File: src/rtl/core/bcpp_pkg.sv
// Shared types, constants and microcode program of the cascaded balance controller.
package bcpp_pkg;

  // Configuration register indexes.
  typedef enum logic [2:0] {
    REG_SPEED_SETPOINT = 3'd0,
    REG_SPEED_GAIN_P   = 3'd1,
    REG_SPEED_GAIN_I   = 3'd2,
    REG_TILT_GAIN_P    = 3'd3,
    REG_TILT_GAIN_D    = 3'd4,
    REG_BALANCE_ANGLE  = 3'd5
  } reg_index_t;

  // Register reset values.
  localparam logic signed [14:0] SPEED_SETPOINT_RESET = 15'sd960;
  localparam logic signed [31:0] SPEED_GAIN_P_RESET   = 32'sd78643;
  localparam logic signed [31:0] SPEED_GAIN_I_RESET   = 32'sd367;
  localparam logic signed [31:0] TILT_GAIN_P_RESET    = -32'sd73400320;
  localparam logic signed [31:0] TILT_GAIN_D_RESET    = -32'sd125829120;
  localparam logic signed [15:0] BALANCE_ANGLE_RESET  = -16'sd550;

  // Saturation limits and thresholds.
  localparam logic signed [20:0] INTEG_LIMIT      = 21'sd800000;
  localparam logic signed [10:0] CORR_LIMIT       = 11'sd1000;
  localparam logic signed [10:0] MOTOR_LIMIT      = 11'sd1000;
  localparam logic signed [16:0] DEADBAND_ERR     = 17'sd32;
  localparam logic signed [14:0] DEADBAND_SET     = 15'sd1;
  localparam logic signed [15:0] SEPARATION_ANGLE = 16'sd2000;
  // Motor magnitude at or above this, after the 2^20 shift, saturates.
  localparam logic [39:0]        MOTOR_SAT_LEVEL  = 40'd1600000;

  // Multiplier constants: percent scale and reciprocals for /10, 4/5 and /25.
  localparam logic signed [31:0] K_HUNDRED = 32'sd100;
  localparam logic signed [31:0] RECIP_10  = 32'sd838861;   // 2^23 / 10, rounded up
  localparam logic signed [31:0] RECIP_5   = 32'sd6710887;  // 2^25 / 5, rounded up
  localparam logic signed [31:0] RECIP_25  = 32'sd41944;    // 2^20 / 25, rounded up

  localparam int STEP_W = 5;
  typedef logic [STEP_W-1:0] step_t;

  // Multiplier operand A source.
  typedef enum logic [2:0] {
    MA_K100, MA_RECIP10, MA_RECIP5, MA_RECIP25, MA_KP, MA_KI, MA_TP, MA_TD
  } mul_a_sel_t;

  // Multiplier operand B source.
  typedef enum logic [3:0] {
    MB_RATE, MB_T_MAG, MB_SI_MAG, MB_FE, MB_SI, MB_T, MB_U, MB_R100, MB_Z
  } mul_b_sel_t;

  // Register write-back operation of a step.
  typedef enum logic [3:0] {
    OP_NOP, OP_MIX, OP_R100, OP_FE, OP_SI_STEP, OP_SI_DECAY, OP_T_PROD, OP_U_PROD,
    OP_ACC_LOAD, OP_ACC_ADD, OP_ACC_ABS, OP_CORR, OP_ERR, OP_ACC_X16,
    OP_MOTOR_SAT, OP_MOTOR
  } op_t;

  // Jump condition of a step.
  typedef enum logic [1:0] {
    JC_NONE, JC_NOT_DECAY, JC_SAT
  } cond_t;

  typedef struct packed {
    mul_a_sel_t mul_a;
    mul_b_sel_t mul_b;
    op_t        op;
    cond_t      cond;
    step_t      target;
    logic       last;
  } ucode_t;

  // Control store. A product issued in one step is written back in the next.
  function automatic ucode_t ucode_rom(input step_t idx);
    ucode_t w;
    w = '{MA_K100, MB_RATE, OP_NOP, JC_NONE, step_t'(0), 1'b1};
    unique case (idx)
      5'd0:  w = '{MA_K100,    MB_RATE,   OP_MIX,       JC_NONE,      5'd0,  1'b0};
      5'd1:  w = '{MA_RECIP10, MB_T_MAG,  OP_R100,      JC_NONE,      5'd0,  1'b0};
      5'd2:  w = '{MA_K100,    MB_RATE,   OP_FE,        JC_NONE,      5'd0,  1'b0};
      5'd3:  w = '{MA_RECIP5,  MB_SI_MAG, OP_SI_STEP,   JC_NOT_DECAY, 5'd5,  1'b0};
      5'd4:  w = '{MA_K100,    MB_RATE,   OP_SI_DECAY,  JC_NONE,      5'd0,  1'b0};
      5'd5:  w = '{MA_K100,    MB_FE,     OP_NOP,       JC_NONE,      5'd0,  1'b0};
      5'd6:  w = '{MA_K100,    MB_SI,     OP_T_PROD,    JC_NONE,      5'd0,  1'b0};
      5'd7:  w = '{MA_KP,      MB_T,      OP_U_PROD,    JC_NONE,      5'd0,  1'b0};
      5'd8:  w = '{MA_KI,      MB_U,      OP_ACC_LOAD,  JC_NONE,      5'd0,  1'b0};
      5'd9:  w = '{MA_K100,    MB_RATE,   OP_ACC_ADD,   JC_NONE,      5'd0,  1'b0};
      5'd10: w = '{MA_K100,    MB_RATE,   OP_ACC_ABS,   JC_NONE,      5'd0,  1'b0};
      5'd11: w = '{MA_K100,    MB_RATE,   OP_CORR,      JC_NONE,      5'd0,  1'b0};
      5'd12: w = '{MA_K100,    MB_RATE,   OP_ERR,       JC_NONE,      5'd0,  1'b0};
      5'd13: w = '{MA_TP,      MB_T,      OP_NOP,       JC_NONE,      5'd0,  1'b0};
      5'd14: w = '{MA_TD,      MB_R100,   OP_ACC_X16,   JC_NONE,      5'd0,  1'b0};
      5'd15: w = '{MA_K100,    MB_RATE,   OP_ACC_ADD,   JC_NONE,      5'd0,  1'b0};
      5'd16: w = '{MA_K100,    MB_RATE,   OP_ACC_ABS,   JC_NONE,      5'd0,  1'b0};
      5'd17: w = '{MA_RECIP25, MB_Z,      OP_MOTOR_SAT, JC_SAT,       5'd19, 1'b0};
      5'd18: w = '{MA_K100,    MB_RATE,   OP_MOTOR,     JC_NONE,      5'd0,  1'b0};
      5'd19: w = '{MA_K100,    MB_RATE,   OP_NOP,       JC_NONE,      5'd0,  1'b1};
      default: w = '{MA_K100,  MB_RATE,   OP_NOP,       JC_NONE,      5'd0,  1'b1};
    endcase
    return w;
  endfunction

endpackage

File: src/rtl/core/balance_cascade_pi_pd_unit.sv
// Cascaded speed PI / tilt PD balance controller driven by a microcoded sequencer.
//
//  channel  | signals                               | beat carries
//  ---------+---------------------------------------+-------------------------------
//  s_axis   | s_axis_tvalid/tready/tdata[47:0]      | tilt_angle, tilt_rate, speed
//  m_axis   | m_axis_tvalid/tready/tdata[23:0]      | motor_speed, angle_correction
//  cfg      | cfg_valid/ready/index[2:0]/data[31:0] | one register write
//
// A sample runs through a 20-step program, whose conditional jumps can skip steps, and the
// input takes no new beat until it is done; the single shared 32x28 multiplier, used once
// per step, is why the work is spread over the steps.
// The last step waits while a previous result still sits unaccepted on m_axis.
// Reset is synchronous; it restores the register defaults and clears the
// filtered error and speed integral. cfg_ready is always high.
module balance_cascade_pi_pd_unit
  import bcpp_pkg::*;
(
  input  logic        clk,
  input  logic        rst,
  // Fields from bit 0: tilt_angle[15:0], tilt_rate[31:16], wheel_speed[47:32].
  input  logic        s_axis_tvalid,
  output logic        s_axis_tready,
  input  logic [47:0] s_axis_tdata,
  // Fields from bit 0: motor_speed[10:0], angle_correction[21:11], zero pad[23:22].
  output logic        m_axis_tvalid,
  input  logic        m_axis_tready,
  output logic [23:0] m_axis_tdata,
  input  logic        cfg_valid,
  output logic        cfg_ready,
  input  logic [2:0]  cfg_index,
  input  logic [31:0] cfg_data
);

  // Configuration registers.
  logic signed [14:0] speed_setpoint;
  logic signed [31:0] speed_gain_p;
  logic signed [31:0] speed_gain_i;
  logic signed [31:0] tilt_gain_p;
  logic signed [31:0] tilt_gain_d;
  logic signed [15:0] balance_angle;

  // Sequencer.
  logic   busy;
  step_t  step;
  ucode_t uc;
  logic   jump;
  logic   emit;

  // Sample and datapath registers.
  logic signed [15:0] tilt_angle;
  logic signed [15:0] tilt_rate;
  logic signed [15:0] wheel_speed;
  logic signed [16:0] filtered_error;
  logic signed [20:0] integ_sum;
  logic signed [23:0] t;
  logic signed [27:0] u;
  logic signed [22:0] r100;
  logic signed [59:0] acc;
  logic               neg;
  logic signed [10:0] corr;
  logic signed [10:0] motor;
  logic signed [59:0] prod;
  logic signed [10:0] out_motor;
  logic signed [10:0] out_corr;

  // Combinational datapath values.
  logic signed [16:0] speed_diff;
  logic signed [19:0] e20;
  logic signed [19:0] fe20;
  logic signed [19:0] mix;
  logic        [23:0] t_mag;
  logic        [20:0] si_mag;
  logic signed [16:0] fe_mag;
  logic signed [16:0] fe_new;
  logic signed [20:0] decay_mag;
  logic signed [20:0] si_decay;
  logic               decay;
  logic               separate;
  logic signed [21:0] si_sum;
  logic signed [20:0] si_clamped;
  logic signed [20:0] si_step;
  logic signed [10:0] corr_lim;
  logic signed [10:0] corr_new;
  logic signed [17:0] err;
  logic               motor_sat;
  logic        [14:0] z;
  logic signed [10:0] motor_q;
  logic signed [59:0] acc_abs;
  logic signed [31:0] mul_a;
  logic signed [27:0] mul_b;
  logic signed [59:0] mul_full;

  assign cfg_ready     = 1'b1;
  assign s_axis_tready = !busy;
  assign m_axis_tdata  = {2'b00, out_corr, out_motor};
  assign uc            = ucode_rom(step);

  // The last step hands its result over once the output register is free.
  assign emit = busy && uc.last && (!m_axis_tvalid || m_axis_tready);

  // Speed error mix: 7*e + 3*filtered_error.
  assign speed_diff = 17'(speed_setpoint) - 17'(wheel_speed);
  assign e20        = 20'(speed_diff);
  assign fe20       = 20'(filtered_error);
  assign mix        = (e20 <<< 3) - e20 + (fe20 <<< 1) + fe20;

  // Magnitudes for the reciprocal multiplies.
  assign t_mag  = t[23] ? 24'(-t) : 24'(t);
  assign si_mag = integ_sum[20] ? 21'(-integ_sum) : 21'(integ_sum);

  // Quotient by ten, sign restored to truncate toward zero.
  assign fe_mag = {1'b0, prod[38:23]};
  assign fe_new = t[23] ? -fe_mag : fe_mag;

  // Integral decay by four fifths, truncated toward zero.
  assign decay_mag = {1'b0, prod[42:23]};
  assign si_decay  = integ_sum[20] ? -decay_mag : decay_mag;

  // Integral mode selection.
  assign decay = (filtered_error > -DEADBAND_ERR) && (filtered_error < DEADBAND_ERR) &&
                 (speed_setpoint >= -DEADBAND_SET) && (speed_setpoint <= DEADBAND_SET);
  assign separate = (tilt_angle >= SEPARATION_ANGLE) || (tilt_angle <= -SEPARATION_ANGLE);

  // Accumulate with clamp, or zero at or beyond the separation angle.
  assign si_sum = 22'(integ_sum) + 22'(filtered_error);
  always_comb begin
    if (si_sum > 22'(INTEG_LIMIT)) begin
      si_clamped = INTEG_LIMIT;
    end else if (si_sum < -22'(INTEG_LIMIT)) begin
      si_clamped = -INTEG_LIMIT;
    end else begin
      si_clamped = 21'(si_sum);
    end
  end
  assign si_step = separate ? '0 : si_clamped;

  // Angle correction from the magnitude in acc, scaled by 2^-24.
  assign corr_lim = (acc[59:24] > 36'd1000) ? CORR_LIMIT : $signed({1'b0, acc[33:24]});
  assign corr_new = neg ? -corr_lim : corr_lim;

  // Upright loop angle error.
  assign err = 18'(tilt_angle) - (18'(balance_angle) + 18'(corr));

  // Motor command from the magnitude in acc: /2^26 then /25 by reciprocal.
  assign motor_sat = acc[59:20] >= MOTOR_SAT_LEVEL;
  assign z         = acc[40:26];
  assign motor_q   = $signed({1'b0, prod[29:20]});

  assign acc_abs = acc[59] ? -acc : acc;

  // Shared multiplier operand selection.
  always_comb begin
    unique case (uc.mul_a)
      MA_K100:    mul_a = K_HUNDRED;
      MA_RECIP10: mul_a = RECIP_10;
      MA_RECIP5:  mul_a = RECIP_5;
      MA_RECIP25: mul_a = RECIP_25;
      MA_KP:      mul_a = speed_gain_p;
      MA_KI:      mul_a = speed_gain_i;
      MA_TP:      mul_a = tilt_gain_p;
      MA_TD:      mul_a = tilt_gain_d;
    endcase
  end

  always_comb begin
    unique case (uc.mul_b)
      MB_RATE:   mul_b = 28'(tilt_rate);
      MB_T_MAG:  mul_b = $signed({4'b0000, t_mag});
      MB_SI_MAG: mul_b = $signed({7'b0000000, si_mag});
      MB_FE:     mul_b = 28'(filtered_error);
      MB_SI:     mul_b = 28'(integ_sum);
      MB_T:      mul_b = 28'(t);
      MB_U:      mul_b = u;
      MB_R100:   mul_b = 28'(r100);
      MB_Z:      mul_b = $signed({13'd0, z});
      default:   mul_b = '0;
    endcase
  end

  assign mul_full = 60'(mul_a) * 60'(mul_b);

  // Conditional jump of the current step.
  always_comb begin
    case (uc.cond)
      JC_NOT_DECAY: jump = !decay;
      JC_SAT:       jump = motor_sat;
      default:      jump = 1'b0;
    endcase
  end

  // Sequencer, output beat and configuration registers.
  always_ff @(posedge clk) begin
    if (rst) begin
      busy           <= 1'b0;
      step           <= '0;
      m_axis_tvalid  <= 1'b0;
      speed_setpoint <= SPEED_SETPOINT_RESET;
      speed_gain_p   <= SPEED_GAIN_P_RESET;
      speed_gain_i   <= SPEED_GAIN_I_RESET;
      tilt_gain_p    <= TILT_GAIN_P_RESET;
      tilt_gain_d    <= TILT_GAIN_D_RESET;
      balance_angle  <= BALANCE_ANGLE_RESET;
    end else begin
      if (!busy) begin
        if (s_axis_tvalid) begin
          busy <= 1'b1;
          step <= '0;
        end
      end else if (uc.last) begin
        if (emit) begin
          busy <= 1'b0;
          step <= '0;
        end
      end else begin
        step <= jump ? uc.target : step + step_t'(1);
      end
      // Result beat: load a new one, or drop valid once the old one is taken.
      if (emit) begin
        m_axis_tvalid <= 1'b1;
        out_motor     <= motor;
        out_corr      <= corr;
      end else if (m_axis_tready) begin
        m_axis_tvalid <= 1'b0;
      end
      if (cfg_valid) begin
        unique case (cfg_index)
          REG_SPEED_SETPOINT: speed_setpoint <= cfg_data[14:0];
          REG_SPEED_GAIN_P:   speed_gain_p   <= cfg_data;
          REG_SPEED_GAIN_I:   speed_gain_i   <= cfg_data;
          REG_TILT_GAIN_P:    tilt_gain_p    <= cfg_data;
          REG_TILT_GAIN_D:    tilt_gain_d    <= cfg_data;
          REG_BALANCE_ANGLE:  balance_angle  <= cfg_data[15:0];
          default: ;
        endcase
      end
    end
  end

  // Datapath registers, written by the op of the current step.
  always_ff @(posedge clk) begin
    if (rst) begin
      filtered_error <= '0;
      integ_sum      <= '0;
    end else if (!busy) begin
      if (s_axis_tvalid) begin
        tilt_angle  <= s_axis_tdata[15:0];
        tilt_rate   <= s_axis_tdata[31:16];
        wheel_speed <= s_axis_tdata[47:32];
      end
    end else begin
      prod <= mul_full;
      unique case (uc.op)
        OP_NOP:       ;
        OP_MIX:       t <= 24'(mix);
        OP_R100:      r100 <= prod[22:0];
        OP_FE:        filtered_error <= fe_new;
        OP_SI_STEP: begin
          if (!decay) begin
            integ_sum <= si_step;
          end
        end
        OP_SI_DECAY:  integ_sum <= si_decay;
        OP_T_PROD:    t <= prod[23:0];
        OP_U_PROD:    u <= prod[27:0];
        OP_ACC_LOAD:  acc <= prod;
        OP_ACC_ADD:   acc <= acc + prod;
        OP_ACC_ABS: begin
          acc <= acc_abs;
          neg <= acc[59];
        end
        OP_CORR:      corr <= corr_new;
        OP_ERR:       t <= 24'(err);
        OP_ACC_X16:   acc <= prod <<< 4;
        OP_MOTOR_SAT: begin
          if (motor_sat) begin
            motor <= neg ? -MOTOR_LIMIT : MOTOR_LIMIT;
          end
        end
        OP_MOTOR:     motor <= neg ? -motor_q : motor_q;
      endcase
    end
  end

endmodule

File: config.mk
export PLATFORM = sky130hd
export DESIGN_NAME = balance_cascade_pi_pd_unit
export DESIGN_NICKNAME = d
export VERILOG_FILES = /design/src/rtl/core/bcpp_pkg.sv /design/src/rtl/core/balance_cascade_pi_pd_unit.sv
export SDC_FILE = /design/constraint.sdc
export NUM_CORES = 2
export LEC_CHECK = 0
export BUFFER_PORTS_ARGS = -buffer_cell sky130_fd_sc_hd__buf_2
export CAP_MARGIN = 20
export CORE_ASPECT_RATIO = 0.75
export CORE_MARGIN = 4
export CORE_UTILIZATION = 33
export CTS_CLUSTER_SIZE = 8
export DETAILED_ROUTE_END_ITERATION = 12
export PLACE_DENSITY = 0.53
export SYNTH_ARGS = -nofsm -noshare
export SYNTH_HDL_FRONTEND = slang
export SYNTH_SLANG_ARGS = --single-unit
File: constraint.sdc
create_clock -name clk -period 12 [get_ports clk]
set_input_delay 1.8 -clock clk [delete_from_list [all_inputs] [get_ports clk]]
set_output_delay 1.8 -clock clk [all_outputs]
set_load 0.05 [all_outputs]
==> impl_metrics.json <==
{
  "outcome": "completed",
  "ys_async_sr_fraction_pct": 0,
  "post-cts-setup-buffers": 0,
  "worst_pin_slew_ns": 1.145,
  "final_layout_size_suffix_gt1_share_pct": 7.820,
  "slew_violations": 0,
  "areaGrowthSynthToFinish_pct": 10.56,
  "std_cell_rows": 138,
  "seq_power_share_pct": 20.6,
  "hold_buffers": 0,
  "grt_max_degree": 82,
  "p_comb_share_pct": 60.5,
  "vias_per_cell": 5.385,
  "drt_first_pass_iters": 8,
  "p_per_area_nw_per_um2": 157.4,
  "yosys_warnings": 0,
  "synth_common_cells": "1193 x nand2_1, 1136 x inv_1, 978 x fa_1, 508 x nor2_1, 344 x ha_1",
  "routabilityCongestion": 0.9716,
  "hold_depth": 0,
  "startpoint_type": "flip-flop",
  "postSynthCellCount": 7088,
  "clk_latency_ns": 0.69,
  "critPathSlowestCell": "dfxtp_1",
  "io_buffers": 111,
  "cpPeakStageDelay_ns": 0.70,
  "grt_overflow": 0,
  "clock_sinks": 506,
  "place_area_um2": 67680,
  "synth_top_cells_by_area": "fa_1 31%, edfxtp_1 14%, nand2_1 7.1%",
  "synth_cell_types": 94,
  "clockRootBuffer": "clkbuf_16",
  "power_frac_clock_pct": 18.9,
  "ios": 115,
  "grt_pass1_vias": 52020,
  "grt_antenna_before_repair": 30,
  "h-tree-depth": 3,
  "route.detailed.drc": 0,
  "ys.flop_type": "edfxtp_1",
  "die-area_um2": 199000,
  "r2r-start": "uc[14]",
  "coreArea_um2": 189800,
  "finalHoldViolations": 0,
  "crit_arrival_ns": 11.55,
  "ys_ff_latch": 506,
  "yosysMostFrequentCell": "nand2_1",
  "regToRegEndpoint": "prod[51]",
  "r2r_slack_ns": 0.87,
  "grt.total_usage_pct": 23.52,
  "leakagePower_nw": 30.93,
  "netSwitchingPower_w": 0.005198,
  "max_freq_mhz": 89.84,
  "dp_hpwl_mm": 189.7,
  "sw_frac_of_total_pct": 47.18,
  "routedWlPerCell_um": 24.20,
  "max_slew_margin_pct": 23.69,
  "numCtsBuffers": 74,
  "stdcell_area_um2": 69990,
  "reg2reg_depth": 38,
  "layout.nets": 8563,
  "final.min_clock_period_ns": 11.13,
  "synth_seq_area_share_pct": 20.56,
  "yosys.area.top_type": "fa_1",
  "worstHoldStart": "motor[7]",
  "cts_tree": "yes",
  "path_clk_slew_ns": 0.06,
  "synth_top_area_share_pct": 30.93,
  "vias": 52470,
  "maxCapViolations": 0,
  "syn_area_um2": 63300,
  "worstPathMaxFanout": 32,
  "grt_pass1_wl_mm": 351.0,
  "antenna_left": 0,
  "critPathCaptureType": "flip-flop",
  "rsz0062_at_grt": "no",
  "cts_buffer_depth": 3,
  "drtIter0Drc": 6101,
  "initial_core_util_pct": 33.36,
  "worst_clock_skew_ns": 0.04849,
  "syn_area_per_cell_um2": 8.931,
  "die_y_um": 387.3,
  "period_share_pct": 92.76,
  "ir_worst_vdd_uv": 189.8,
  "synth_edf_count": 288,
  "crit_required_ns": 12.42,
  "intPower_w": 0.005818,
  "chipWidth_um": 513.7,
  "fin_setup_tns_ns": 0,
  "hold_path_end": "out_motor[7]",
  "critical_path_class": "flip-flop to flip-flop",
  "finalSetupViolCount": 0,
  "routed_wl_mm": 235.8,
  "cts_resized": 0,
  "hold_class": "flip-flop to flip-flop"
}
power groups by stage:
| stage | Clock [W] | Combinational (W) | Sequential [W] |
|---|---|---|---|
| 6_report | 0.00208 | 0.00666 | 0.00227 |
| 5_1_grt | 0.00220 | 0.00734 | 0.00228 |
| 4_1_cts | 0.00212 | 0.00659 | 0.00227 |
| 3_5_place_dp | 0 | 0.00655 | 0.00230 |
| 3_3_place_gp | 0 | 0.00657 | 0.00230 |
| 2_1_floorplan | 0 | 0.00423 | 0.00229 |
critical path: cells and delay by family (launching register included):
family                   cells  cell delay (ns)
adder cells (fa/ha/maj)      9             4.18
AO/OA/AOI/OAI               12             2.35
buffers and inverters       11             1.85
AND/OR/NAND/NOR              5             1.61
flip-flops                   1             0.70
XOR/XNOR                     1             0.09
per-stage QoR:
step           setup WS (ns)  hold WS, ns  std cells  power (W)  util (%)
2_1_floorplan          2.344       0.4003       7089   0.006522         -
3_3_place_gp           1.160       0.4092       9595   0.008870     35.67
3_5_place_dp           1.184       0.4071       9595   0.008850     35.67
4_1_cts                1.134       0.4163       9730    0.01097     36.86
5_1_grt               0.4984       0.4196       9739    0.01182     36.88
6_report              0.8687       0.4168       9743    0.01102     36.88
layer usage:
layer | track usage, % | up-vias | wire [µm]
li1 | - | 23060 | -
met1 | 37.55 | 26740 | 113700
met2 | 31.86 | 2436 | 93620
met3 | 4.721 | 235 | 22890
met4 | 5.608 | 0 | 5610
met5 | 0 | - | 0
placed cells by master (no fill, tap or decap), types with 74 or more instances in the layout:
cell type	synthesis	layout
dfxtp_1	218	215
nand2_1	1193	1190
fa_1	978	978
inv_1	1136	1135
xnor2_1	168	168
ha_1	344	344
a21o_1	79	79
o21ai_0	229	226
nand3_1	77	77
a21oi_1	317	315
buf_4	5	236
nor2_1	508	496
edfxtp_1	288	288
buf_2	5	110
xor2_1	129	129
nor3_1	87	79
clkbuf_16	0	74
area by class of cell:
cell class / count / area, µm²
antenna: 11 / 27.53
clock buffer: 126 / 2057
clock inverter: 9 / 201.4
fill: 19380 / 119800
inverter: 1136 / 4264
multi-input combinational: 5082 / 44820
sequential: 506 / 13020
tap: 2520 / 3153
timing repair buffer: 353 / 2449
flip-flops by register name (all words and copies together), names as in the netlist, 14 cells and up:
signal and count:
acc 60, prod 60, speed_gain_i 32, speed_gain_p 32, tilt_gain_d 32, tilt_gain_p 32
u 28, t 24, r100 23, integ_sum 21, filtered_error 17, balance_angle 16
tilt_angle 16, tilt_rate 16, wheel_speed 16, speed_setpoint 15, uc 14
worst max-delay path by stage:
stage | start | end | slack [ns] | cells past startpoint
floorplan | t[2] | prod[59] | 2.34 | 32
global placement | t[2] | prod[59] | 1.16 | 35
detailed placement | t[2] | prod[51] | 1.18 | 37
CTS | integ_sum[2] | prod[51] | 1.13 | 38
global route | t[2] | prod[59] | 0.50 | 35
finish | uc[14] | prod[51] | 0.87 | 38
kinds of logic after synthesis:
| family | Yosys count | synth area share, % |
|---|---|---|
| xor gates and xnor gates | 297 | 4.109 |
| buffers and inverters | 1501 | 8.951 |
| muxes | 68 | 1.202 |
| DFF | 506 | 20.56 |
| adders and majority gates | 1322 | 37.73 |
| other | 2 | 0.01186 |
| and+or+nand+nor | 2265 | 15.67 |
| AOI/OAI and AO/OA | 1127 | 11.78 |
No activity file was read; power rests on OpenSTA's default activity.
